`src/rtl/core/rpe_pkg.sv`:
```
package rpe_pkg;

  localparam int DATA_W = 32;

  // character codes
  localparam logic [7:0] CH_ZERO  = 8'h30;
  localparam logic [7:0] CH_NINE  = 8'h39;
  localparam logic [7:0] CH_DOT   = 8'h2E;
  localparam logic [7:0] CH_AT    = 8'h40;
  localparam logic [7:0] CH_PLUS  = 8'h2B;
  localparam logic [7:0] CH_MINUS = 8'h2D;
  localparam logic [7:0] CH_STAR  = 8'h2A;
  localparam logic [7:0] CH_SLASH = 8'h2F;

  // operator codes
  localparam logic [1:0] OP_ADD = 2'd0;
  localparam logic [1:0] OP_SUB = 2'd1;
  localparam logic [1:0] OP_MUL = 2'd2;
  localparam logic [1:0] OP_DIV = 2'd3;

  // error codes
  localparam logic [1:0] ERR_NONE      = 2'd0;
  localparam logic [1:0] ERR_UNDERFLOW = 2'd1;
  localparam logic [1:0] ERR_OVERFLOW  = 2'd2;
  localparam logic [1:0] ERR_DIVZERO   = 2'd3;

  // controller to datapath commands
  typedef struct packed {
    logic       acc_digit;
    logic       push_acc;
    logic       push_zero;
    logic       rd_sel;
    logic       lat_right;
    logic       lat_left;
    logic       exec;
    logic       div_start;
    logic       div_fix;
    logic       wb;
    logic       emit;
    logic [1:0] op;
    logic [3:0] digit;
  } rpe_cmd_t;

  // datapath to controller status
  typedef struct packed {
    logic sp_lt2;
    logic div_done;
  } rpe_sts_t;

endpackage

```
`src/rtl/core/rpe_ram.sv`:
```
module rpe_ram #(
  parameter int WIDTH = 32,
  parameter int DEPTH = 16
) (
  input  logic                     clk,
  input  logic                     we,
  input  logic [$clog2(DEPTH)-1:0] waddr,
  input  logic [WIDTH-1:0]         wdata,
  input  logic [$clog2(DEPTH)-1:0] raddr,
  output logic [WIDTH-1:0]         rdata
);

  logic [WIDTH-1:0] mem [DEPTH];

  // one write port, registered read port
  always_ff @(posedge clk) begin
    if (we) begin
      mem[waddr] <= wdata;
    end
    rdata <= mem[raddr];
  end

endmodule

```
`src/rtl/core/rpe_div.sv`:
```
module rpe_div (
  input  logic                      clk,
  input  logic                      rst,
  input  logic                      start,
  input  logic [rpe_pkg::DATA_W-1:0] num,
  input  logic [rpe_pkg::DATA_W-1:0] den,
  output logic                      done,
  output logic [rpe_pkg::DATA_W-1:0] quot
);

  import rpe_pkg::*;

  localparam int CNT_W = $clog2(DATA_W);

  logic              busy;
  logic [CNT_W-1:0]  cnt;
  logic [DATA_W-1:0] rem;
  logic [DATA_W-1:0] quo;
  logic [DATA_W-1:0] ud;
  logic              neg;
  logic [DATA_W:0]   trial;

  // one restoring step per cycle
  assign trial = {rem, quo[DATA_W-1]} - {1'b0, ud};

  // control
  always_ff @(posedge clk) begin
    if (rst) begin
      busy <= 1'b0;
      done <= 1'b0;
      cnt  <= '0;
    end else begin
      done <= busy && (cnt == CNT_W'(DATA_W - 1));
      if (start) begin
        busy <= 1'b1;
        cnt  <= '0;
      end else if (busy) begin
        cnt <= cnt + CNT_W'(1);
        if (cnt == CNT_W'(DATA_W - 1)) begin
          busy <= 1'b0;
        end
      end
    end
  end

  // magnitudes and partial remainder
  always_ff @(posedge clk) begin
    if (start) begin
      rem <= '0;
      quo <= num[DATA_W-1] ? (DATA_W'(0) - num) : num;
      ud  <= den[DATA_W-1] ? (DATA_W'(0) - den) : den;
      neg <= num[DATA_W-1] ^ den[DATA_W-1];
    end else if (busy) begin
      if (!trial[DATA_W]) begin
        rem <= trial[DATA_W-1:0];
        quo <= {quo[DATA_W-2:0], 1'b1};
      end else begin
        rem <= {rem[DATA_W-2:0], quo[DATA_W-1]};
        quo <= {quo[DATA_W-2:0], 1'b0};
      end
    end
  end

  // sign of the truncated quotient
  assign quot = neg ? (DATA_W'(0) - quo) : quo;

endmodule

```
`src/rtl/core/rpe_dp.sv`:
```
module rpe_dp #(
  parameter int STACK_DEPTH = 16
) (
  input  logic                       clk,
  input  logic                       rst,
  input  rpe_pkg::rpe_cmd_t          cmd,
  output rpe_pkg::rpe_sts_t          sts,
  output logic signed [rpe_pkg::DATA_W-1:0] value,
  output logic [1:0]                 error_code
);

  import rpe_pkg::*;

  localparam int AW = $clog2(STACK_DEPTH);
  localparam int SW = $clog2(STACK_DEPTH + 1);

  logic [DATA_W-1:0] acc;
  logic [SW-1:0]     sp;
  logic [1:0]        err;
  logic [DATA_W-1:0] right;
  logic [DATA_W-1:0] left;
  logic [DATA_W-1:0] res;

  logic              full;
  logic [SW-1:0]     sp_m1;
  logic [SW-1:0]     sp_m2;
  logic              we;
  logic [AW-1:0]     waddr;
  logic [DATA_W-1:0] wdata;
  logic [AW-1:0]     raddr;
  logic [DATA_W-1:0] rdata;
  logic [DATA_W-1:0] quot;
  logic              div_done;
  logic [1:0]        raise;

  assign full  = (sp >= SW'(STACK_DEPTH));
  assign sp_m1 = sp - SW'(1);
  assign sp_m2 = sp - SW'(2);

  // operand stack memory
  always_comb begin
    we    = 1'b0;
    waddr = sp[AW-1:0];
    wdata = acc;
    if (cmd.push_acc) begin
      we = !full;
    end else if (cmd.push_zero) begin
      we    = 1'b1;
      waddr = '0;
      wdata = '0;
    end else if (cmd.wb) begin
      we    = 1'b1;
      waddr = sp_m2[AW-1:0];
      wdata = res;
    end
  end

  assign raddr = cmd.rd_sel ? sp_m2[AW-1:0] : sp_m1[AW-1:0];

  rpe_ram #(
    .WIDTH (DATA_W),
    .DEPTH (STACK_DEPTH)
  ) u_stack (
    .clk   (clk),
    .we    (we),
    .waddr (waddr),
    .wdata (wdata),
    .raddr (raddr),
    .rdata (rdata)
  );

  rpe_div u_div (
    .clk   (clk),
    .rst   (rst),
    .start (cmd.div_start),
    .num   (left),
    .den   (right),
    .done  (div_done),
    .quot  (quot)
  );

  assign sts.sp_lt2   = (sp < SW'(2));
  assign sts.div_done = div_done;

  // error source of this cycle
  always_comb begin
    raise = ERR_NONE;
    if (cmd.push_acc && full) begin
      raise = ERR_OVERFLOW;
    end else if (cmd.push_zero) begin
      raise = ERR_UNDERFLOW;
    end else if (cmd.div_fix && (right == '0)) begin
      raise = ERR_DIVZERO;
    end
  end

  // accumulator, stack pointer and sticky error
  always_ff @(posedge clk) begin
    if (rst) begin
      acc <= '0;
      sp  <= '0;
      err <= ERR_NONE;
    end else begin
      if (cmd.emit) begin
        acc <= '0;
        sp  <= '0;
        err <= ERR_NONE;
      end else begin
        if (cmd.acc_digit) begin
          acc <= (acc << 3) + (acc << 1) + DATA_W'(cmd.digit);
        end else if (cmd.push_acc) begin
          acc <= '0;
        end
        if (cmd.push_acc && !full) begin
          sp <= sp + SW'(1);
        end else if (cmd.push_zero) begin
          sp <= SW'(1);
        end else if (cmd.wb) begin
          sp <= sp_m1;
        end
        if ((err == ERR_NONE) && (raise != ERR_NONE)) begin
          err <= raise;
        end
      end
    end
  end

  // operands, result and output transaction payload
  always_ff @(posedge clk) begin
    if (cmd.lat_right) begin
      right <= rdata;
    end
    if (cmd.lat_left) begin
      left <= rdata;
    end
    if (cmd.exec) begin
      case (cmd.op)
        OP_ADD:  res <= left + right;
        OP_SUB:  res <= left - right;
        OP_MUL:  res <= left * right;
        default: res <= '0;
      endcase
    end else if (cmd.div_fix) begin
      res <= (right == '0) ? '0 : quot;
    end
    if (cmd.emit) begin
      value      <= (sp != '0) ? $signed(rdata) : '0;
      error_code <= err;
    end
  end

`ifndef NO_ASSERTIONS
  a_sp_bound: assert property (@(posedge clk) disable iff (rst)
    sp <= SW'(STACK_DEPTH))
    else $error("stack pointer beyond depth");

  a_wb_pop: assert property (@(posedge clk) disable iff (rst)
    cmd.wb |=> sp == $past(sp) - SW'(1))
    else $error("write back did not leave one fewer entry");

  a_emit_clear: assert property (@(posedge clk) disable iff (rst)
    cmd.emit |=> (sp == '0) && (err == ERR_NONE) && (acc == '0))
    else $error("state not cleared after end mark");
`endif

endmodule

```
`src/rtl/core/rpe_ctrl.sv`:
```
module rpe_ctrl (
  input  logic              clk,
  input  logic              rst,
  input  logic              in_valid,
  output logic              in_stall,
  input  logic [7:0]        char_code,
  output logic              out_valid,
  input  logic              out_stall,
  input  rpe_pkg::rpe_sts_t sts,
  output rpe_pkg::rpe_cmd_t cmd
);

  import rpe_pkg::*;

  localparam logic [2:0] S_IDLE = 3'd0;
  localparam logic [2:0] S_RDR  = 3'd1;
  localparam logic [2:0] S_RDL  = 3'd2;
  localparam logic [2:0] S_EXEC = 3'd3;
  localparam logic [2:0] S_DIV  = 3'd4;
  localparam logic [2:0] S_WB   = 3'd5;
  localparam logic [2:0] S_EMIT = 3'd6;

  logic [2:0] state;
  logic [2:0] state_next;
  logic [1:0] op;
  logic [1:0] op_next;
  logic       is_digit;
  logic       is_op;
  logic [1:0] op_dec;

  // character decode
  always_comb begin
    is_digit = (char_code >= CH_ZERO) && (char_code <= CH_NINE);
    is_op    = 1'b1;
    op_dec   = OP_ADD;
    case (char_code)
      CH_PLUS:  op_dec = OP_ADD;
      CH_MINUS: op_dec = OP_SUB;
      CH_STAR:  op_dec = OP_MUL;
      CH_SLASH: op_dec = OP_DIV;
      default:  is_op = 1'b0;
    endcase
  end

  assign in_stall = (state != S_IDLE);

  // sequencer
  always_comb begin
    state_next = state;
    op_next    = op;
    cmd        = '0;
    cmd.op     = op;
    cmd.digit  = char_code[3:0];
    case (state)
      S_IDLE: begin
        if (in_valid) begin
          if (is_digit) begin
            cmd.acc_digit = 1'b1;
          end else if (char_code == CH_DOT) begin
            cmd.push_acc = 1'b1;
          end else if (is_op) begin
            if (sts.sp_lt2) begin
              cmd.push_zero = 1'b1;
            end else begin
              op_next    = op_dec;
              state_next = S_RDR;
            end
          end else if (char_code == CH_AT) begin
            state_next = S_EMIT;
          end
        end
      end
      S_RDR: begin
        cmd.rd_sel    = 1'b1;
        cmd.lat_right = 1'b1;
        state_next    = S_RDL;
      end
      S_RDL: begin
        cmd.lat_left = 1'b1;
        state_next   = S_EXEC;
      end
      S_EXEC: begin
        if (op == OP_DIV) begin
          cmd.div_start = 1'b1;
          state_next    = S_DIV;
        end else begin
          cmd.exec   = 1'b1;
          state_next = S_WB;
        end
      end
      S_DIV: begin
        if (sts.div_done) begin
          cmd.div_fix = 1'b1;
          state_next  = S_WB;
        end
      end
      S_WB: begin
        cmd.wb     = 1'b1;
        state_next = S_IDLE;
      end
      S_EMIT: begin
        if (!out_valid || !out_stall) begin
          cmd.emit   = 1'b1;
          state_next = S_IDLE;
        end
      end
      default: state_next = S_IDLE;
    endcase
  end

  // state, operator and output valid
  always_ff @(posedge clk) begin
    if (rst) begin
      state     <= S_IDLE;
      op        <= OP_ADD;
      out_valid <= 1'b0;
    end else begin
      state <= state_next;
      op    <= op_next;
      if (cmd.emit) begin
        out_valid <= 1'b1;
      end else if (!out_stall) begin
        out_valid <= 1'b0;
      end
    end
  end

`ifndef NO_ASSERTIONS
  a_emit_free: assert property (@(posedge clk) disable iff (rst)
    cmd.emit |-> (!out_valid || !out_stall))
    else $error("output register overwritten while stalled");

  a_op_read: assert property (@(posedge clk) disable iff (rst)
    (state == S_IDLE && in_valid && is_op && !sts.sp_lt2) |=> state == S_RDR)
    else $error("operator with two operands did not start operand read");

  a_div_latency: assert property (@(posedge clk) disable iff (rst)
    cmd.div_start |=> !sts.div_done)
    else $error("divider finished without iterating");
`endif

endmodule

```
`src/rtl/core/postfix_expression_evaluator.sv`:
```
// Postfix expression evaluator: one ASCII character per input transaction.
// Digits build a wrapping 32-bit number, '.' pushes it onto the operand
// stack, + - * / pop two operands and push the result (earlier operand on
// the left, division truncates toward zero), and '@' produces one output
// transaction with the top of stack (0 when empty) and the first error of
// the expression, then clears for the next one. Digits, '.', ignored
// characters and operators with fewer than two operands are taken without
// stalling the input. An add, subtract or multiply stalls the input through
// the two operand reads from the single-read-port stack memory, the result
// register and the write back. A divide passes through the same operand
// reads, start and write back around the restoring divider, which retires
// one quotient bit per cycle and flags done once the last bit is in.
// '@' waits while a previous result is stalled in the output register.
module postfix_expression_evaluator #(
  parameter int STACK_DEPTH = 16
) (
  input  logic               clk,
  input  logic               rst,
  input  logic               in_valid,
  output logic               in_stall,
  input  logic [7:0]         char_code,
  output logic               out_valid,
  input  logic               out_stall,
  output logic signed [31:0] value,
  output logic [1:0]         error_code
);

  import rpe_pkg::*;

  rpe_cmd_t cmd;
  rpe_sts_t sts;

  rpe_ctrl u_ctrl (
    .clk       (clk),
    .rst       (rst),
    .in_valid  (in_valid),
    .in_stall  (in_stall),
    .char_code (char_code),
    .out_valid (out_valid),
    .out_stall (out_stall),
    .sts       (sts),
    .cmd       (cmd)
  );

  rpe_dp #(
    .STACK_DEPTH (STACK_DEPTH)
  ) u_dp (
    .clk        (clk),
    .rst        (rst),
    .cmd        (cmd),
    .sts        (sts),
    .value      (value),
    .error_code (error_code)
  );

endmodule
```
`config.mk`:
```
export PLATFORM = sky130hd
export DESIGN_NAME = postfix_expression_evaluator
export DESIGN_NICKNAME = d
export VERILOG_FILES = /design/src/rtl/core/rpe_pkg.sv /design/src/rtl/core/rpe_ram.sv /design/src/rtl/core/rpe_div.sv /design/src/rtl/core/rpe_dp.sv /design/src/rtl/core/rpe_ctrl.sv /design/src/rtl/core/postfix_expression_evaluator.sv
export SDC_FILE = /design/constraint.sdc
export NUM_CORES = 2
export LEC_CHECK = 0
export BUFFER_PORTS_ARGS = -buffer_cell sky130_fd_sc_hd__buf_2
export CORE_UTILIZATION = 55
export DETAILED_ROUTE_END_ITERATION = 10
export GPL_ROUTABILITY_DRIVEN = 1
export PLACE_DENSITY = 0.74
export SYNTH_ARGS = -nofsm -noshare
export SYNTH_HDL_FRONTEND = slang
export SYNTH_SLANG_ARGS = --single-unit
```
`constraint.sdc`:
```
create_clock -name clk -period 21.1 [get_ports clk]
set_clock_uncertainty 0.1 [all_clocks]
set_input_delay 3.165 -clock clk [delete_from_list [all_inputs] [get_ports clk]]
set_output_delay 3.165 -clock clk [all_outputs]
set_load 0.01 [all_outputs]
```
==> results.sh <==
export IMPL_maxSlewHeadroom=0.07680
export IMPL_synth_top_cell_by_area="edfxtp_1"
export IMPL_cpMostUsedCell="fa_1"
export IMPL_die_w_um=316.5
export IMPL_grtUsageTotal=0.2875
export IMPL_postRouteAntennaNets=0
export IMPL_grt_antenna_before_repair=2
export IMPL_viasPerCell=6.063
export IMPL_syn_num_nets=5293
export IMPL_post_cts_buffers=0
export IMPL_cts_made_buffers=84
export IMPL_port_buffer_count=47
export IMPL_clk_pin_slew_worst_paths_ns=0.07
export IMPL_worstSetupPathType="reg -> reg"
export IMPL_hp_class="reg -> reg"
export IMPL_finalCritPeriodShare=0.3833
export IMPL_clock_sinks=823
export IMPL_path_max_fanout=21
export IMPL_wire_per_inst_um=23.49
export IMPL_fmax_mhz=123.7
export IMPL_nNetsFinal=5278
export IMPL_clk_latency_ns=0.67
export IMPL_synth_top_cells_by_count="707 x edfxtp_1, 459 x inv_1, 456 x nand2_1, 412 x fa_1, 312 x and2_1"
export IMPL_cts_hold_buffers=0
export IMPL_drive_gt1_frac=0.1026
export IMPL_row_count=114
export IMPL_vias=36040
export IMPL_grt_pass1_wl_um=217500
export IMPL_avgSynthCellArea_um2=11.79
export IMPL_yosysMostFrequentCell="edfxtp_1"
export IMPL_ios=48
export IMPL_htree_levels=3
export IMPL_nFillCells=7601
export IMPL_cts_tree="built"
export IMPL_antenna_cells=0
export IMPL_hold_violations=0
export IMPL_setup_viol=0
export IMPL_arrival_ns=8.38
export IMPL_netlist_area_um2=54400
export IMPL_worstPathCellList="buf_4, and2_1, fa_1, fa_1, fa_1, inv_1, fa_1, inv_1, fa_1, ha_1, fa_1, fa_1, ha_1, a21o_1, o2bb2ai_1, a2111oi_0, a21oi_1, o31ai_1, o21bai_1, and4b_1, o21ai_0, o211ai_1"
export IMPL_grt_max_degree=129
export IMPL_yosysUniqueCellTypes=84
export IMPL_yosysTopAreaCellShare=0.3902
export IMPL_r2r_setup_slack_ns=13.01
export IMPL_core_area_um2=97280
export IMPL_cts_root_buf="clkbuf_16"
export IMPL_synthTopCellsByArea="edfxtp_1 39%, fa_1 15%, ha_1 5.9%"
export IMPL_final_max_slew_violation_count=0
export IMPL_fin_setup_tns_ns=0
export IMPL_worst_pin_slew_ns=1.385
export IMPL_critPathSlowestCell="edfxtp_1"
export IMPL_dp_hpwl_um=91430
export IMPL_ys_warn_count=0
export IMPL_drt_first_pass_iters=6
export IMPL_rsz0062_at_grt="false"
export IMPL_worstSetupEndpointType="flip-flop"
export IMPL_max_stage_delay_ns=0.71
export IMPL_grt_pass1_vias=36810
export IMPL_wirelength_um=139600
export IMPL_synth_seq_area_share=0.4329
export IMPL_cts_buffer_depth=3
export IMPL_ctsResizeCount=0
export IMPL_cp_start_kind="flip-flop"
export IMPL_maxCapViolCount=0
export IMPL_hold_ws_ns=0.3626
export IMPL_gp_congestion=0.9471
export IMPL_ys_async_sr_fraction=0
export IMPL_grt_ovfl_total=0
export IMPL_dieArea_um2=100200
export IMPL_status="complete, no violations"
export IMPL_start_util=0.5593
export IMPL_area_delta_synth_final_pct=8.912
export IMPL_synth_seq_cells=823
export IMPL_die_h_um=316.5
export IMPL_ys_flop_type="edfxtp_1"
export IMPL_worst_ep_required_time_ns=21.40
export IMPL_drt_iter0_drc=3356
export IMPL_synth_edf_count=707
export IMPL_drc_errors=0
export IMPL_syn_inst=4613
export IMPL_fin_crit_ns=8.087
-- final timing paths --
kind	endpoint	cells after the start	startpoint
max	u_dp.res[30]	22	u_dp.left[3]
min	u_dp.error_code[0]	0	u_dp.err[0]
max reg2reg	u_dp.res[30]	22	u_dp.left[3]
min reg2reg	u_dp.error_code[0]	0	u_dp.err[0]
-- layout make-up --
type / count / area (um2) / area share
multi-input cells: 3084 / 28370 / 0.4788
flip-flops and latches: 823 / 23550 / 0.3975
clock buffers: 101 / 2257 / 0.03809
inverters: 460 / 1727 / 0.02914
well taps: 1276 / 1597 / 0.02694
repair buffers: 145 / 996.0 / 0.01681
clock inverters: 56 / 753.2 / 0.01271
-- per-layer routing --
metal | vias to the layer above | part of all wire | wire length [um] | track usage
met5 | - | 0 | 0 | 0
met2 | 1628 | 0.47 | 65900 | 0.4652
met4 | 0 | 0.041 | 5787 | 0.1128
li1 | 15940 | - | - | -
met1 | 18160 | 0.40 | 56050 | 0.3950
met3 | 322 | 0.085 | 11890 | 0.04022
-- worst max-delay path, delay by kind of cell (launching register included) --
kind,cells,cell delay [ns]
adder cells (fa/ha/maj),9,3.90
buffers and inverters,3,0.52
AO/OA/AOI/OAI,8,2.15
flip-flops,1,0.71
AND/OR/NAND/NOR,2,0.42
-- registers in the layout, summed over array words and instances, names as in the netlist --
| register | count |
|---|---|
| u_dp.u_div.quo | 32 |
| u_dp.u_div.done | 1 |
| u_dp.value | 32 |
| u_dp.u_div.neg | 1 |
| u_dp.err | 2 |
| u_dp.u_stack.mem | 512 |
| u_dp.right | 32 |
| u_ctrl.state | 3 |
| u_dp.left | 32 |
| u_dp.u_div.busy | 1 |
| u_dp.u_div.ud | 32 |
| u_dp.u_div.rem | 32 |
| u_dp.res | 32 |
| u_dp.acc | 32 |
| u_dp.u_stack.rdata | 32 |
| u_dp.u_div.cnt | 5 |
| u_dp.sp | 5 |
| u_ctrl.out_valid | 1 |
| u_dp.error_code | 2 |
| u_ctrl.op | 2 |
-- cell families after synthesis --
group,Yosys count,synth area share
DFF,823,0.4329
and+or+nand+nor,1249,0.1167
adders and majority gates,668,0.2105
buffers and inverters,706,0.04929
muxes,195,0.06541
xor gates and xnor gates,282,0.04554
AOI/OAI and AO/OA,690,0.07964
-- stage by stage --
step | setup slack, ns | cells | util | instance area (um2)
floorplan | 13.79 | 4613 | - | 54400
global placement | 13.30 | 5787 | 0.5780 | 56230
detailed placement | 13.07 | 5787 | 0.5780 | 56230
CTS | 13.00 | 5944 | 0.6090 | 59240
global route | 12.57 | 5945 | 0.6091 | 59250
finish | 13.01 | 5945 | 0.6091 | 59250
-- cell usage in the layout, fill, tap and decap left out, types with 47 or more instances in the layout --
master,n
edfxtp_1,707
inv_1,458
nand2_1,456
fa_1,412
and2_1,312
ha_1,256
a21oi_1,209
xnor2_1,162
o21ai_0,161
mux4_2,128
xor2_1,117
dfxtp_1,115
nor2_1,113
buf_4,96
nor2b_1,89
clkbuf_16,85
mux2i_1,62
nor3_1,52
a211oi_1,48
buf_2,47
Power is not shown: default switching activity piles up to over one toggle a cycle in this logic, so the estimate is an artifact.
